--- config.mk ---
export PLATFORM = sky130hd
export DESIGN_NAME = fcrn_lane
export DESIGN_NICKNAME = d
export VERILOG_FILES = /design/src/hw/rtl/fcrn_pkg.sv /design/src/hw/rtl/fcrn_lane.sv
export SDC_FILE = /design/constraint.sdc
export NUM_CORES = 2
export LEC_CHECK = 0
export BUFFER_PORTS_ARGS = -buffer_cell sky130_fd_sc_hd__buf_2
export CORE_MARGIN = 2
export CORE_UTILIZATION = 60
export DETAILED_ROUTE_END_ITERATION = 8
export GPL_ROUTABILITY_DRIVEN = 0
export GPL_TIMING_DRIVEN = 0
export PLACE_DENSITY = 0.77
export SETUP_SLACK_MARGIN = 0.02
export SLEW_MARGIN = 20
export SYNTH_ARGS = -nofsm -noshare
export SYNTH_HDL_FRONTEND = slang
export SYNTH_SLANG_ARGS = --single-unit
export TNS_END_PERCENT = 100
--- constraint.sdc ---
create_clock -name i_clk -period 15.9 [get_ports i_clk]
set_clock_uncertainty 0.05 [all_clocks]
set_input_delay 3.18 -clock i_clk [delete_from_list [all_inputs] [get_ports i_clk]]
set_output_delay 3.18 -clock i_clk [all_outputs]
set_load 0.01 [all_outputs]
--- src/hw/rtl/fcrn_pkg.sv ---
`timescale 1ns / 1ps

package fcrn_pkg;

    localparam int COMPONENTS = 4;
    localparam int COMP_W     = (COMPONENTS > 1) ? $clog2(COMPONENTS) : 1;
    localparam int IN_W       = 32;
    localparam int ACC_W      = 64;
    localparam int ROOT_W     = ACC_W / 2;
    localparam int BIT_W      = $clog2(ROOT_W);
    localparam int RES_W      = 48;

    typedef logic [ACC_W-1:0] t_acc;
    typedef logic [RES_W-1:0] t_res;

    localparam t_acc OUT_MAX = t_acc'({RES_W{1'b1}});

    // mode code 3 falls through to the maximum reduction
    typedef enum logic [1:0] {
        MODE_ABS = 2'd0,
        MODE_SQR = 2'd1,
        MODE_MAX = 2'd2
    } t_mode;

    typedef struct packed {
        logic  take;    // capture a new cell into the difference stage
        logic  upd;     // accumulate the cell sitting in the square stage
        logic  last;    // that cell closes the run
        t_mode mode;    // reduction applied to that cell
    } t_lane_ctl;

    typedef enum logic [1:0] {
        MS_IDLE,
        MS_ROOT,
        MS_LOAD
    } t_merge_state;

endpackage

--- src/hw/rtl/fcrn_lane.sv ---
`timescale 1ns / 1ps

module fcrn_lane import fcrn_pkg::*; #(
    parameter int SAMPLE_WIDTH = 32
) (
    input  logic            i_clk,
    input  logic            i_rst_n,
    input  t_lane_ctl       i_ctl,
    input  logic [IN_W-1:0] i_new,
    input  logic [IN_W-1:0] i_old,
    output t_acc            o_sum
);

    localparam int SW = SAMPLE_WIDTH;

    logic signed [SW:0]   w_diff;
    logic [SW-1:0]        w_mag;
    logic [SW-1:0]        r_mag;
    logic [SW-1:0]        r_mag_b;
    logic [2*SW-1:0]      r_sq;
    t_acc                 r_acc;
    t_acc                 r_result;
    t_acc                 n_acc;
    t_acc                 w_mag64;
    t_acc                 w_sq64;
    t_acc                 w_abs_sum;
    logic [ACC_W:0]       w_sq_sum;

    // low SW bits of each sample, sign extended by one bit before the subtract
    assign w_diff = $signed({i_new[SW-1], i_new[SW-1:0]})
                  - $signed({i_old[SW-1], i_old[SW-1:0]});
    assign w_mag  = w_diff[SW] ? SW'(-w_diff) : w_diff[SW-1:0];

    always_ff @(posedge i_clk) begin
        if (i_ctl.take) begin
            r_mag <= w_mag;
        end
        r_mag_b <= r_mag;
        r_sq    <= r_mag * r_mag;
    end

    assign w_mag64   = t_acc'(r_mag_b);
    assign w_sq64    = t_acc'(r_sq);
    assign w_abs_sum = r_acc + w_mag64;
    assign w_sq_sum  = {1'b0, r_acc} + {1'b0, w_sq64};

    always_comb begin
        case (i_ctl.mode)
            MODE_ABS: n_acc = (r_acc > (OUT_MAX - w_mag64)) ? OUT_MAX : w_abs_sum;
            MODE_SQR: n_acc = w_sq_sum[ACC_W] ? '1 : w_sq_sum[ACC_W-1:0];
            default:  n_acc = (w_mag64 > r_acc) ? w_mag64 : r_acc;
        endcase
    end

    always_ff @(posedge i_clk) begin
        if (!i_rst_n) begin
            r_acc <= '0;
        end else if (i_ctl.upd) begin
            r_acc <= i_ctl.last ? '0 : n_acc;
        end
    end

    always_ff @(posedge i_clk) begin
        if (i_ctl.upd && i_ctl.last) begin
            r_result <= n_acc;
        end
    end

    assign o_sum = r_result;

endmodule

==> impl_metrics.tcl <==
set metrics [dict create \
    status "finished clean" \
    dp.cells 6532 \
    cts.repair.resized 0 \
    drc 0 \
    reg2reg_from "r_mag[25]" \
    cts.sinks 254 \
    slew_viol_final 0 \
    io_pins 135 \
    synthAdderAreaFrac_pct 45.4 \
    crit_path_end_kind "register" \
    synth_xor_area_share_pct 4.19 \
    hold_ws_ns 0.480 \
    post-dp-hpwl_mm 120 \
    synth_simple_gate_area_share_pct 13.4 \
    tns_ns 0 \
    cts.htree.levels 1 \
    mostFrequentLayoutCells "inv_1 (1118), fa_1 (794), ha_1 (460)" \
    synth_mux_area_share_pct 0.249 \
    grt_use_total_pct 35.9 \
    drtIter0Drc 3930 \
    port_buffers 134 \
    ys_types 94 \
    overflow 0 \
    fin_util_pct 64.0 \
    timing.final.crit_share_pct 64.3 \
    grt_pass1_vias 40300 \
    mostFrequentLayoutCell "inv_1" \
    worstSetupPathType "register to register" \
    coreArea_sq_um 78900 \
    period_needed_ns 10.22 \
    layoutNonFillerInstCount 6583 \
    ant_nets 0 \
    vias 39300 \
    slew_headroom_pct 22.5 \
    rows 103 \
    hold_viol_final 0 \
    synth_edf_count 96 \
    synth.avg_cell_area_sq_um 8.91 \
    synth-compound-area-share_pct 13.5 \
    cts.path.max_buffers 3 \
    synthesis.nets 6672 \
    rsz0062_at_grt "false" \
    reg2reg_to "r_sq[60]" \
    die_area_sq_um 81700 \
    drt_pass1_iterations 8 \
    cts_tree "yes" \
    nets 6834 \
    vias_per_cell 5.97 \
    ys.flop_type "dfxtp_1" \
    cts_root_buf "clkbuf_16" \
    syn_to_final_growth_pct 5.96 \
    grt_pass1_wl_mm 225 \
    clk_pin_slew_ns 0.06 \
    synth_top_family_by_area "adder cells" \
    die_w_um 286 \
    fillerInstances 6600 \
    antenna_found_initial 6 \
    arrival_ns 10.63 \
    rr_worst_depth 26 \
    setup_viol 0 \
    synthesis.area_sq_um 47700 \
    tightest_slew_ns 1.16 \
    worst_setup_path_start_kind "register" \
    timing.fmax_mhz 97.9 \
    cts_made_buffers 25 \
    multi_input_area_sq_um 36600 \
    drt-wirelength-per-cell_um 21.9 \
    syn_inst 5347 \
    setup.worst_path.start "r_mag[25]" \
    clock_latency_ns 0.56 \
    fp.dieH_um 286 \
    ys_ff_latch 254 \
    hold_buffers 0 \
    postCtsSetupBuffers 0 \
    critPathRequiredTime_ns 16.31 \
    r2r_slack_ns 5.68 \
    critPathCapture "r_sq[60]" \
    drive_gt1_share_pct 4.61 \
    cp_max_fo 10 \
    seqCellArea_sq_um 6050 \
    hold_path.class "register to register" \
    maxCapViolations 0 \
    seq_area_frac_synth_pct 12.7 \
    grt_start_max_net_pins 51 \
    yosys_warnings 0 \
    start_util_pct 60.4 \
    ys_async_sr_fraction_pct 0 \
    wirelength_mm 144 \
]
==> stage by stage <==
step           setup slack, ns  cell area [sq um]
2_1_floorplan             8.39              47700
3_3_place_gp              6.33              49700
3_5_place_dp              6.18              49700
4_1_cts                   6.14              50500
5_1_grt                   5.51              50500
6_report                  5.68              50500
==> how the worst min path moves through the flow <==
stage,to,cells past startpoint,start
floorplan,r_mag_b[28],0,r_mag[28]
global placement,r_acc[60],2,r_acc[60]
detailed placement,r_acc[60],2,r_acc[60]
CTS,r_acc[60],2,r_acc[60]
global route,r_acc[47],2,r_acc[47]
finish,r_acc[60],2,r_acc[60]
==> routing by layer <==
layer | track usage (%) | share of wire [%] | up-vias
met5 | 0 | 0.029 | -
met4 | 19.7 | 6.8 | 6
li1 | - | - | 17500
met1 | 45.3 | 37 | 18700
met3 | 11.3 | 13 | 578
met2 | 55.0 | 43 | 2460
==> synth_stat cells (27+ instances only) <==
master / number / area (sq um)
a22o_1: 50 / 438
nand2_1: 428 / 1610
clkbuf_1: 191 / 717
nor2b_1: 32 / 200
edfxtp_1: 96 / 2880
and2_1: 253 / 1580
a21oi_1: 285 / 1430
a31oi_1: 27 / 169
dfxtp_1: 158 / 3160
o21bai_1: 36 / 270
nor2_1: 266 / 998
nand3_1: 76 / 380
inv_1: 1117 / 4190
ha_1: 460 / 5760
a21o_1: 103 / 773
a211oi_1: 35 / 263
xnor2_1: 149 / 1310
o21ai_0: 163 / 816
nor3_1: 39 / 195
nor4_1: 27 / 169
nand4_1: 54 / 338
fa_1: 794 / 15900
xor2_1: 77 / 674
==> cell families after synthesis <==
logic type / count (synthesis)
xor+xnor: 227
fa+ha+maj: 1254
flops: 254
buf+inv: 1330
mux: 11
compound gates: 967
simple gates: 1304
==> worst max-delay path, cell delays in order (launching register included) <==
cell and delay (ns):
edfxtp_1 0.92, clkbuf_1 0.77, clkbuf_1 0.88, nand2_1 0.19
fa_1 0.54, inv_1 0.07, fa_1 0.49, fa_1 0.52
inv_1 0.06, fa_1 0.54, inv_1 0.06, fa_1 0.48
fa_1 0.57, fa_1 0.43, fa_1 0.44, ha_1 0.28
clkbuf_1 0.20, a21oi_1 0.34, o21bai_1 0.13, a21oi_1 0.24
nand3_1 0.17, o211ai_1 0.33, nand3_1 0.25, a41oi_1 0.52
nor2_1 0.14, a221oi_1 0.35, xnor2_1 0.15
==> flip-flops by register name (all words and copies together), names as in the netlist <==
name	flops
o_sum	64
r_acc	64
r_sq	63
r_mag	32
r_mag_b	31
==> layout make-up <==
type	count	area share [%]
Multi-Input combinational cell	3763	72.5
Sequential cell	254	12.0
Inverter	1118	8.31
Tap cell	1050	2.60
Buffer	212	1.62
Clock buffer	36	1.46
Timing Repair Buffer	135	1.38
Clock inverter	8	0.119
Antenna cell	7	0.0347
Power is left out: the tool's default activity adds up to more than one toggle a clock period on the data nets, which glitch-free logic cannot reach.
