<file path="src/hw/rtl/fcrn_pkg.sv">
`timescale 1ns / 1ps

package fcrn_pkg;

    localparam int COMPONENTS = 4;
    localparam int COMP_W     = (COMPONENTS > 1) ? $clog2(COMPONENTS) : 1;
    localparam int IN_W       = 32;
    localparam int ACC_W      = 64;
    localparam int ROOT_W     = ACC_W / 2;
    localparam int BIT_W      = $clog2(ROOT_W);
    localparam int RES_W      = 48;

    typedef logic [ACC_W-1:0] t_acc;
    typedef logic [RES_W-1:0] t_res;

    localparam t_acc OUT_MAX = t_acc'({RES_W{1'b1}});

    // mode code 3 falls through to the maximum reduction
    typedef enum logic [1:0] {
        MODE_ABS = 2'd0,
        MODE_SQR = 2'd1,
        MODE_MAX = 2'd2
    } t_mode;

    typedef struct packed {
        logic  take;    // capture a new cell into the difference stage
        logic  upd;     // accumulate the cell sitting in the square stage
        logic  last;    // that cell closes the run
        t_mode mode;    // reduction applied to that cell
    } t_lane_ctl;

    typedef enum logic [1:0] {
        MS_IDLE,
        MS_ROOT,
        MS_LOAD
    } t_merge_state;

endpackage

</file>
<file path="src/hw/rtl/fcrn_merge.sv">
`timescale 1ns / 1ps

module fcrn_merge import fcrn_pkg::*; (
    input  logic  i_clk,
    input  logic  i_rst_n,
    input  logic  i_start,
    input  logic  i_root,
    input  t_acc  i_sum [COMPONENTS],
    output logic  o_valid,
    input  logic  i_ready,
    output t_res  o_res [COMPONENTS],
    output logic  o_loaded
);

    t_merge_state        r_state;
    t_merge_state        n_state;
    t_acc                r_work [COMPONENTS];
    logic [ROOT_W:0]     r_rem;
    logic [ROOT_W-1:0]   r_root;
    logic [BIT_W-1:0]    r_bit;
    logic [COMP_W-1:0]   r_comp;
    logic                r_out_valid;
    t_res                r_res [COMPONENTS];
    logic [ROOT_W+2:0]   w_rem_sh;
    logic [ROOT_W+2:0]   w_trial;
    logic [ROOT_W+2:0]   w_rem_sub;
    logic                w_fits;
    logic [ROOT_W-1:0]   w_root_nx;
    logic                w_bit_last;
    logic                w_comp_last;
    logic                w_out_free;

    // bit-per-cycle restoring square root on r_work[0]; the array rotates
    // after each component so the root unit always sees entry 0
    assign w_rem_sh    = {r_rem, r_work[0][ACC_W-1 -: 2]};
    assign w_trial     = {1'b0, r_root, 2'b01};
    assign w_rem_sub   = w_rem_sh - w_trial;
    assign w_fits      = (w_rem_sh >= w_trial);
    assign w_root_nx   = {r_root[ROOT_W-2:0], w_fits};
    assign w_bit_last  = (r_bit == BIT_W'(ROOT_W - 1));
    assign w_comp_last = (r_comp == COMP_W'(COMPONENTS - 1));
    assign w_out_free  = !r_out_valid || i_ready;

    always_comb begin
        n_state  = r_state;
        o_loaded = 1'b0;
        unique case (r_state)
            MS_IDLE: begin
                if (i_start) begin
                    n_state = i_root ? MS_ROOT : MS_LOAD;
                end
            end
            MS_ROOT: begin
                if (w_bit_last && w_comp_last) begin
                    n_state = MS_LOAD;
                end
            end
            MS_LOAD: begin
                if (w_out_free) begin
                    o_loaded = 1'b1;
                    n_state  = MS_IDLE;
                end
            end
            default: n_state = MS_IDLE;
        endcase
    end

    always_ff @(posedge i_clk) begin
        if (!i_rst_n) begin
            r_state     <= MS_IDLE;
            r_out_valid <= 1'b0;
        end else begin
            r_state <= n_state;
            if (o_loaded) begin
                r_out_valid <= 1'b1;
            end else if (i_ready) begin
                r_out_valid <= 1'b0;
            end
        end
    end

    always_ff @(posedge i_clk) begin
        if (r_state == MS_IDLE && i_start) begin
            r_work <= i_sum;
            r_rem  <= '0;
            r_root <= '0;
            r_bit  <= '0;
            r_comp <= '0;
        end else if (r_state == MS_ROOT) begin
            if (w_bit_last) begin
                for (int k = 0; k < COMPONENTS - 1; k++) begin
                    r_work[k] <= r_work[k+1];
                end
                r_work[COMPONENTS-1] <= t_acc'(w_root_nx);
                r_rem  <= '0;
                r_root <= '0;
                r_bit  <= '0;
                r_comp <= r_comp + 1'b1;
            end else begin
                r_work[0] <= {r_work[0][ACC_W-3:0], 2'b00};
                r_rem     <= w_fits ? w_rem_sub[ROOT_W:0] : w_rem_sh[ROOT_W:0];
                r_root    <= w_root_nx;
                r_bit     <= r_bit + 1'b1;
            end
        end
    end

    always_ff @(posedge i_clk) begin
        if (o_loaded) begin
            for (int k = 0; k < COMPONENTS; k++) begin
                r_res[k] <= (r_work[k] > OUT_MAX) ? OUT_MAX[RES_W-1:0]
                                                  : r_work[k][RES_W-1:0];
            end
        end
    end

    assign o_valid = r_out_valid;
    assign o_res   = r_res;

    a_start_idle: assert property (@(posedge i_clk) disable iff (!i_rst_n)
        i_start |-> (r_state == MS_IDLE))
        else $error("merge started while busy");

    a_root_ends: assert property (@(posedge i_clk) disable iff (!i_rst_n)
        (r_state == MS_ROOT && w_bit_last && w_comp_last) |=> (r_state == MS_LOAD))
        else $error("root pass did not hand over to load");

endmodule

</file>
<file path="config.mk">
export PLATFORM = sky130hd
export DESIGN_NAME = fcrn_merge
export DESIGN_NICKNAME = d
export VERILOG_FILES = /design/src/hw/rtl/fcrn_pkg.sv /design/src/hw/rtl/fcrn_merge.sv
export SDC_FILE = /design/constraint.sdc
export NUM_CORES = 1
export LEC_CHECK = 0
export ABC_AREA = 1
export BUFFER_PORTS_ARGS = -buffer_cell sky130_fd_sc_hd__buf_2
export CAP_MARGIN = 20
export CORE_MARGIN = 2
export CORE_UTILIZATION = 50
export DETAILED_ROUTE_END_ITERATION = 6
export MAX_ROUTING_LAYER = met4
export PLACE_DENSITY = 0.79
export SLEW_MARGIN = 0
export SYNTH_ARGS = -nofsm -noshare
export SYNTH_HDL_FRONTEND = slang
export SYNTH_SLANG_ARGS = --single-unit
</file>
<file path="constraint.sdc">
create_clock -name i_clk -period 12 [get_ports i_clk]
set_clock_uncertainty 0.1 [all_clocks]
set_input_delay 1.8 -clock i_clk [delete_from_list [all_inputs] [get_ports i_clk]]
set_output_delay 1.8 -clock i_clk [all_outputs]
set_load 0.1 [all_outputs]
</file>
==> flow_summary_export.csv, run 1 <==
group,metric,value,unit
grt,grtUsageTotal,27.5,%
detailed_routing,avgViaCountPerCell,5.33,
grt,grt_pass1_vias,18259,
critical_path,cp.required,10.10,ns
clocking,clock_sinks,523,
sta,fin_setup_tns,0,ns
logic_synthesis,syn_inst,2524,
logic_synthesis,synth_xor_area_share,0.589,%
detailed_routing,vias,19232,
power,finalPower,5.52,mW
logic_synthesis,ys.flop_type,"edfxtp_1",
logic_synthesis,synth_mux_area_share,0,%
logic_synthesis,ys_warn_count,0,
sta,hold_violations,0,
clocking,cts_resized,0,
placement,io_buffers,454,
clocking,holdBufCountCts,0,
die,coreArea,46800,um^2
die,die-height,222,um
sta,fin_ws,6.90,ns
critical_path,path_class,"in -> out",
sta,slew_headroom,23.7,%
logic_synthesis,ys_types,41,
placement,placed_area,26500,um^2
sta,min_period_over_period,42.5,%
logic_synthesis,synth_top_cell_by_area,"edfxtp_1",
grt,grt_max_degree,151,
clocking,numCtsBuffers,52,
clocking,clk_pin_slew,0.06,ns
sta,min_period,5.10,ns
die,start_util,50.8,%
sta,rsz0062_at_grt,"no",
sta,worstMarginPinSlew,1.15,ns
min_path,hold_depth,2,
detailed_routing,ant_nets,0,
logic_synthesis,synth_adder_area_share,1.95,%
grt,overflow,0,
logic_synthesis,synth_compound_area_share,7.19,%
logic_synthesis,synth_area,23800,um^2
grt,grt_pass1_wl,102000,um
die,rows,79,
clocking,cts_tree,"done",
power,leakagePower,11.7,nW
grt,grt_antenna_before_repair,14,
logic_synthesis,netlist_top_cells_area,"edfxtp_1, nand2_1, inv_1, dfxtp_1, o21ai_0",
logic_synthesis,synth-edff-count,448,
die,ios,455,
logic_synthesis,yosysTopAreaCellShare,56.6,%
grt,met3_usage,5.67,%
sta,fmax,196,MHz
placement,dpl.hpwl,48400,um
grt,use_met2,42.2,%
logic_synthesis,synthArstFlopShare,0,%
logic_synthesis,synth-simple-area-share,18.5,%
placement,dpl.cell_count,3495,
grt,met1_usage,35.9,%
final_layout,layout-area-overhead-vs-synth,18.9,%
clocking,clock-root-buffer,"clkbuf_16",
outcome,status,"completed",
logic_synthesis,synth_top_family_by_area,"simple AND/OR/NAND/NOR gates",
clocking,post-cts-setup-buffers,0,
detailed_routing,totalWireLength,67100,um
placement,gp_congestion,0.990,
clocking,insertion_delay,0.60,ns
critical_path,worstPathMaxFanout,44,
final_layout,fill_cells,3811,
die,dieWidth,222,um
job,max_cap_viol_count,0,
detailed_routing,drc,0,
critical_path,worstSetupEndpointType,"output port",
sta,slew_viol_final,0,
final_layout,layout-drive-gt1-share,19.2,%
clocking,cts_buffer_depth,3,
logic_synthesis,seq_area_frac_synth,62.9,%
logic_synthesis,syn_avg_cell_area,9.42,um^2
critical_path,startpoint_type,"primary input",
die,die-area,49300,um^2
power,ir_drop,177,uV
detailed_routing,first_pass_iters,6,
critical_path,worstRegToRegCells,8,
logic_synthesis,ys_seq_elements,523,
final_layout,final_area,28300,um^2
critical_path,arrival,3.20,ns
placement,pre_cts_ws,6.70,ns
grt,grt.busiest_layer,"met2",
clocking,htree_levels,2,
detailed_routing,first_iter_violations,2459,
min_path,hold_path.class,"reg -> reg",
logic_synthesis,synthesis.nets,2822,
power,power_density,195,nW/um^2
final_layout,finalNonFillerCells,3605,
detailed_routing,routedWlPerCell,18.6,um
final_layout,nNetsFinal,3242,
sta,setup_viol,0,
worst max-delay path: stages:
cell and delay (ns):
buf_2 0.08, nor2_1 0.07, nor2_4 0.10, buf_4 0.52
buf_2 0.56
power breakdown:
part           internal (mW)  switching [mW]  total [mW]
Clock                  0.895           0.684        1.58
Combinational          0.483            1.16        1.64
Sequential              2.21          0.0851        2.29
Total                   3.58            1.93        5.52
synth_stat cells, types with 2 or more instances:
cell / number
o31ai_1: 2
inv_2: 3
nor4_1: 7
o21ai_1: 16
buf_2: 43
inv_1: 428
o21ai_0: 164
clkbuf_1: 54
nand3b_1: 9
buf_6: 4
xnor2_1: 13
edfxtp_1: 448
nor3_1: 6
nor2_1: 167
a21o_1: 2
or4_1: 2
buf_1: 3
nand3_2: 2
nand3_1: 81
a21oi_1: 27
o22ai_1: 31
buf_4: 2
nor2_2: 5
ha_1: 37
nand2_1: 793
nand4_1: 16
and2_1: 2
xor2_1: 3
and3_1: 2
a31oi_1: 63
dfxtp_1: 75
o21bai_1: 4
nand2_2: 2
final cells by class:
type | count | area, um^2 | area share (%)
diodes | 14 | 35.0 | 0.124
clock buffers | 69 | 1460 | 5.15
clock inverters | 25 | 188 | 0.664
inverters | 432 | 1630 | 5.76
multi-input cells | 1463 | 6760 | 23.9
flip-flops and latches | 523 | 15000 | 52.9
well taps | 607 | 759 | 2.69
repair buffers | 472 | 2480 | 8.79
worst paths after layout:
kind / from / to / slack (ns)
worst max-delay path: i_ready / o_loaded / 6.90
worst min-delay path: r_rem[31] / r_rem[31] / 0.36
worst max register to register: r_bit[1] / r_work[2] / 8.03
worst min register to register: r_rem[31] / r_rem[31] / 0.36
flip-flops by register name (all words and copies together) (netlist names):
name and count:
o_valid 1, r_root 32, r_work 256, r_state 2, r_comp 2, o_res 192, r_bit 5, r_rem 33
metal layers:
layer	wire length (um)	share of wire [%]
met2	31400	47
met3	5940	8.9
met4	2560	3.8
met1	27100	40
met5	0	0
metrics by stage:
step | util [%] | hold slack, ns
6_report | 60.4 | 0.365
5_1_grt | 60.4 | 0.385
3_3_place_gp | 56.7 | 0.349
4_1_cts | 60.3 | 0.363
2_1_floorplan | - | 0.332
3_5_place_dp | 56.8 | 0.350
cells in the final DEF (no fill, tap or decap), types with 27 or more instances in the layout:
cell,instances
a21oi_1,27
a31oi_1,63
buf_2,454
clkbuf_16,53
dfxtp_1,75
edfxtp_1,448
ha_1,36
inv_1,428
nand2_1,792
nand3_1,81
nor2_1,163
o21ai_0,164
o22ai_1,31
cells by family after synthesis:
family / Yosys count
AOI/OAI and AO/OA: 312
xor gates and xnor gates: 16
adders and majority gates: 37
buffers and inverters: 538
DFF: 523
and+or+nand+nor: 1098
Power figures use the tool's default switching activity.
==> run 2, diff against run 1 <==
--- a/config.mk
+++ b/config.mk
@@ -5,14 +5,14 @@
 export SDC_FILE = /design/constraint.sdc
 export NUM_CORES = 1
 export LEC_CHECK = 0
-export ABC_AREA = 1
+export ABC_AREA = 0
 export BUFFER_PORTS_ARGS = -buffer_cell sky130_fd_sc_hd__buf_2
 export CAP_MARGIN = 20
 export CORE_MARGIN = 2
-export CORE_UTILIZATION = 50
+export CORE_UTILIZATION = 55
 export DETAILED_ROUTE_END_ITERATION = 6
 export MAX_ROUTING_LAYER = met4
-export PLACE_DENSITY = 0.79
+export PLACE_DENSITY = 0.83
 export SLEW_MARGIN = 0
 export SYNTH_ARGS = -nofsm -noshare
 export SYNTH_HDL_FRONTEND = slang
==> constraint.sdc (replaced) <==
create_clock -name i_clk -period 5.3 [get_ports i_clk]
set_clock_uncertainty 0.1 [all_clocks]
set_input_delay 0.795 -clock i_clk [delete_from_list [all_inputs] [get_ports i_clk]]
set_output_delay 0.795 -clock i_clk [all_outputs]
set_load 0.1 [all_outputs]
==> flow_summary_export.csv, run 2 <==
group,metric,value,unit
sta,hold_violations,0,
placement,io_buffers,454,
sta,slew_headroom,30.5,%
final_layout,final_common_cell,"nand2_1",
detailed_routing,vias,17047,
sta,fmax,270,MHz
grt,grt_pass1_wl,94200,um
final_layout,fill_cells,2977,
detailed_routing,first_pass_iters,6,
detailed_routing,first_iter_violations,1784,
final_layout,final-seq-area,15000,um^2
logic_synthesis,synth_common_cells,"nand2_1, edfxtp_1, or2_2, o21ai_0, clkbuf_1",
logic_synthesis,synth_area,22900,um^2
logic_synthesis,ys.flop_type,"edfxtp_1",
sta,worstMarginPinSlew,1.04,ns
detailed_routing,avgViaCountPerCell,5.69,
die,die-area,43200,um^2
logic_synthesis,ys_seq_elements,523,
logic_synthesis,netlist_top_cells_area,"edfxtp_1, nand2_1, dfxtp_1, or2_2, mux2i_1",
clocking,post-cts-setup-buffers,0,
clocking,cts_resized,0,
logic_synthesis,synth-edff-count,448,
final_layout,multi_input_area,7410,um^2
logic_synthesis,ys_types,62,
logic_synthesis,synthesis.nets,2291,
grt,grt_antenna_before_repair,9,
final_layout,layout-area-overhead-vs-synth,19.5,%
final_layout,largest_reg_flops,256,
clocking,cts_tree,"done",
die,coreArea,40900,um^2
logic_synthesis,ys_warn_count,0,
clocking,htree_levels,2,
power,power_density,449,nW/um^2
detailed_routing,drc,0,
detailed_routing,totalWireLength,61800,um
logic_synthesis,syn_avg_cell_area,11.5,um^2
critical_path,worstSetupEndpointType,"register",
die,dieWidth,208,um
sta,slew_viol_final,0,
min_path,hold_path.class,"in -> reg",
final_layout,regMostFlops,"r_work",
critical_path,cpPeakStageDelay,0.64,ns
die,ios,455,
sta,whs,0.345,ns
clocking,clk_pin_slew,0.06,ns
die,start_util,55.9,%
final_layout,mostFrequentLayoutCells,"nand2_1, buf_2, edfxtp_1",
final_layout,finalNonFillerCells,2994,
sta,rsz0062_at_grt,"no",
critical_path,path_cells,"inv_1 > ha_1 > a21o_1 > a221oi_1 > o21a_1 > and4_1 > o31ai_1 > a21oi_4 > buf_4 > mux2i_1 > o21ai_0",
die,rows,74,
clocking,clock_sinks,523,
critical_path,worstPathMaxFanout,24,
placement,dpl.cell_count,2891,
placement,dpl.hpwl,42700,um
final_layout,layout-drive-gt1-share,30.7,%
sta,min_period,3.71,ns
logic_synthesis,yosysTopAreaCellShare,58.8,%
detailed_routing,routedWlPerCell,20.7,um
sta,setup_viol,0,
sta,fin_setup_tns,0,ns
final_layout,nNetsFinal,2711,
clocking,holdBufCountCts,0,
outcome,status,"completed",
logic_synthesis,yosysMostFrequentCell,"nand2_1",
detailed_routing,ant_nets,0,
die,die-height,208,um
logic_synthesis,syn_inst,1993,
grt,grt_pass1_vias,16457,
critical_path,arrival,4.05,ns
grt,grt_max_degree,192,
job,max_cap_viol_count,0,
critical_path,startpoint_type,"register",
placement,gp_congestion,0.955,
critical_path,r2r_slack,1.59,ns
power,ir_drop,437,uV
logic_synthesis,synth_top_cell_by_area,"edfxtp_1",
critical_path,crit_path_top_delay_cell,"a21oi_4",
critical_path,cp.required,5.65,ns
sta,min_period_over_period,69.9,%
clocking,clock-root-buffer,"clkbuf_16",
clocking,cts_buffer_depth,3,
grt,overflow,0,
grt,grtUsageTotal,28.8,%
critical_path,path_class,"reg -> reg",
clocking,numCtsBuffers,51,
power,leakagePower,10.2,nW
logic_synthesis,synthArstFlopShare,0,%
logic_synthesis,seq_area_frac_synth,65.4,%
clocking,insertion_delay,0.60,ns
[run 2: cell count changes after synthesis, sizes merged, moves of 35 or more]
cell and delta:
buf -42, or2 +193, nand2 -253, and3 +35, a31oi -57, clkbuf +43
nand3 -68, inv -390, o21ai -40, mux2i +86, nor2 -135
[run 2: power breakdown]
| part | switching (mW) | internal [mW] |
|---|---|---|
| sequential | 0.202 | 4.86 |
| combinational | 2.15 | 1.44 |
| clock | 1.53 | 2.08 |
| total | 3.88 | 8.37 |
[run 2: metal layers]
| metal | GRT usage (%) | wire, um | vias to the layer above |
|---|---|---|---|
| met1 | 37.8 | 24900 | 8236 |
| met2 | 46.7 | 30500 | 838 |
| met4 | 9.39 | 2030 | 0 |
| met5 | - | 0 | - |
| met3 | 4.09 | 4440 | 133 |
| li1 | - | - | 7840 |
[run 2: cells by family (layout without fill, tap and decap cells)]
| kind of cell | after synthesis | in the layout | synth area share (%) |
|---|---|---|---|
| AO/OA/AOI/OAI | 278 | 278 | 7.20 |
| XOR/XNOR | 27 | 27 | 1.03 |
| adder cells (fa/ha/maj) | 37 | 37 | 2.02 |
| buffers and inverters | 148 | 608 | 2.51 |
| flip-flops | 523 | 523 | 65.4 |
| multiplexers | 88 | 88 | 3.86 |
| other | 0 | 9 | 0 |
| AND/OR/NAND/NOR | 892 | 892 | 18.0 |
[run 2: cell type report]
type	instances	area share, %
multi-input cells	1322	27.1
flip-flops and latches	523	54.7
clock buffers	70	5.23
well taps	532	2.44
repair buffers	474	9.06
diodes	9	0.0824
clock inverters	23	0.792
inverters	41	0.572
[run 2: path summary, 6_finish.rpt]
path / start / to / depth (start not counted)
min: i_rst_n / r_state[1] / 2
max: r_root[6] / r_rem[8] / 11
max reg2reg: r_root[6] / r_rem[8] / 11
min reg2reg: r_rem[12] / r_rem[12] / 2
[run 2: stage by stage]
step                cell area, um^2  util, %  power, mW  worst slack [ns]
floorplan                     22900        -       7.82             0.184
global placement              25600     62.7       8.58              1.82
detailed placement            25600     62.7       8.66              1.65
CTS                           27300     66.7       12.2              1.64
global route                  27300     66.8       12.9              1.32
finish                        27300     66.8       12.3              1.59
[run 2: critical path, delay by kind of cell, from the launching register on]
family | cells | cell delay (ns)
adder cells (fa/ha/maj) | 1 | 0.38
multiplexers | 1 | 0.25
flip-flops | 1 | 0.32
AO/OA/AOI/OAI | 6 | 1.72
buffers and inverters | 2 | 0.53
AND/OR/NAND/NOR | 1 | 0.26
==> run 3, diff against run 2 <==
==> constraint.sdc (replaced) <==
create_clock -name i_clk -period 3.6 [get_ports i_clk]
set_clock_uncertainty 0.1 [all_clocks]
set_input_delay 0.54 -clock i_clk [delete_from_list [all_inputs] [get_ports i_clk]]
set_output_delay 0.54 -clock i_clk [all_outputs]
set_load 0.1 [all_outputs]
==> flow_summary_export.csv, run 3 (synthesized netlist as in run 2, its figures left out) <==
group,metric,value,unit
power,ir_drop,768,uV
final_layout,regMostFlops,"r_work",
die,rows,74,
critical_path,r2r_start,"r_root[0]",
sta,whs,0.0799,ns
detailed_routing,vias,17006,
clocking,insertion_delay,0.59,ns
detailed_routing,first_iter_violations,1554,
clocking,clk_pin_slew,0.06,ns
sta,rsz0062_at_grt,"no",
grt,grtUsageTotal,28.8,%
die,start_util,55.9,%
die,die-height,208,um
final_layout,final_common_cell,"nand2_1",
grt,grt_max_degree,183,
placement,dpl.cell_count,2898,
critical_path,startpoint,"r_root[0]",
detailed_routing,avgViaCountPerCell,5.66,
critical_path,worstPathMaxFanout,39,
grt,grt_pass1_vias,16681,
grt,grt_antenna_before_repair,10,
min_path,hold_path.class,"in -> reg",
critical_path,worstSetupEndpointType,"register",
detailed_routing,ant_nets,0,
die,ios,455,
die,dieWidth,208,um
sta,slew_headroom,8.99,%
clocking,holdBufCountCts,0,
placement,dpl.hpwl,42800,um
sta,hold_violations,0,
detailed_routing,totalWireLength,61000,um
critical_path,arrival,3.58,ns
outcome,status,"completed",
placement,io_buffers,454,
detailed_routing,routedWlPerCell,20.3,um
critical_path,crit_end,"r_rem[26]",
sta,min_period_over_period,87.2,%
sta,setup_viol,0,
critical_path,path_class,"reg -> reg",
job,max_cap_viol_count,0,
power,power_density,665,nW/um^2
clocking,cts_resized,0,
power,leakagePower,10.3,nW
final_layout,nNetsFinal,2720,
critical_path,r2r_slack,0.46,ns
die,coreArea,40900,um^2
clocking,clock-root-buffer,"clkbuf_16",
clocking,numCtsBuffers,54,
sta,fmax,319,MHz
final_layout,layout-drive-gt1-share,31.3,%
critical_path,startpoint_type,"register",
placement,gp_congestion,0.939,
clocking,htree_levels,2,
final_layout,largest_reg_flops,256,
grt,overflow,0,
grt,grt_pass1_wl,94600,um
die,die-area,43200,um^2
critical_path,worstRegToRegCells,11,
clocking,cts_tree,"done",
critical_path,cp.required,4.04,ns
sta,slew_viol_final,0,
final_layout,mostFrequentLayoutCells,"nand2_1, buf_2, edfxtp_1",
clocking,clock_sinks,523,
sta,worstMarginPinSlew,1.37,ns
detailed_routing,drc,0,
critical_path,rr_endpoint,"r_rem[26]",
detailed_routing,first_pass_iters,5,
clocking,post-cts-setup-buffers,0,
sta,min_period,3.14,ns
clocking,cts_buffer_depth,3,
final_layout,finalNonFillerCells,3006,
final_layout,layout-area-overhead-vs-synth,20.5,%
run 3: changes by cell type in the layout (fill, tap and decap cells not counted), sizes merged:
cell,delta
buf,+6
diode,+1
clkbuf,+2
clkinv,+2
bufinv,+1
run 3: worst min path at each step:
stage,start,endpoint,slack [ns],cells past startpoint
floorplan,r_rem[31],r_rem[31],0.33,2
global placement,r_comp[1],r_comp[1],0.35,2
detailed placement,r_rem[31],r_rem[31],0.36,2
CTS,i_rst_n,r_state[1],0.05,2
global route,i_rst_n,r_state[1],0.08,2
finish,i_rst_n,r_state[1],0.08,2
run 3: cell type report:
| type | count | area [um^2] |
|---|---|---|
| clock buffers | 72 | 1490 |
| clock inverters | 26 | 270 |
| repair buffers | 480 | 2580 |
| well taps | 532 | 666 |
| diodes | 10 | 25.0 |
| fillers | 2969 | 13400 |
| flip-flops and latches | 523 | 15000 |
| inverters | 41 | 156 |
| multi-input cells | 1322 | 7410 |
run 3: where the power goes:
| group | switching [mW] | internal [mW] |
|---|---|---|
| logic | 3.13 | 2.19 |
| registers | 0.298 | 7.15 |
| clock network | 2.30 | 3.27 |
| total | 5.73 | 12.6 |
run 3: through the flow:
stage                     power, mW  util, %  setup TNS [ns]  worst slack (ns)  cell area (um^2)
final                          18.3     67.3               0             0.461             27600
after detailed placement       12.8     63.0               0             0.510             25800
after CTS                      18.3     67.3               0             0.477             27500
after floorplan                11.5        -         -177.52            -0.950             22900
after global placement         12.7     63.0               0             0.563             25800
after global routing           19.2     67.3               0             0.247             27600
run 3: per-layer routing:
| layer | GRT usage (%) | up-vias | wire, um |
|---|---|---|---|
| met3 | 5.09 | 133 | 5010 |
| met4 | 10.1 | 0 | 1960 |
| met5 | - | - | 0 |
| li1 | - | 7848 | - |
| met2 | 45.5 | 879 | 29500 |
| met1 | 37.9 | 8146 | 24500 |
run 3: worst max-delay path, stage by stage, from the launching register on:
cell      delay, ns
dfxtp_1        0.31
inv_1          0.08
ha_1           0.38
o211ai_1       0.12
o21bai_2       0.20
o211ai_1       0.20
and4_1         0.25
o31ai_1        0.47
a21oi_4        0.13
buf_12         0.23
or4_1          0.54
nand2_1        0.07
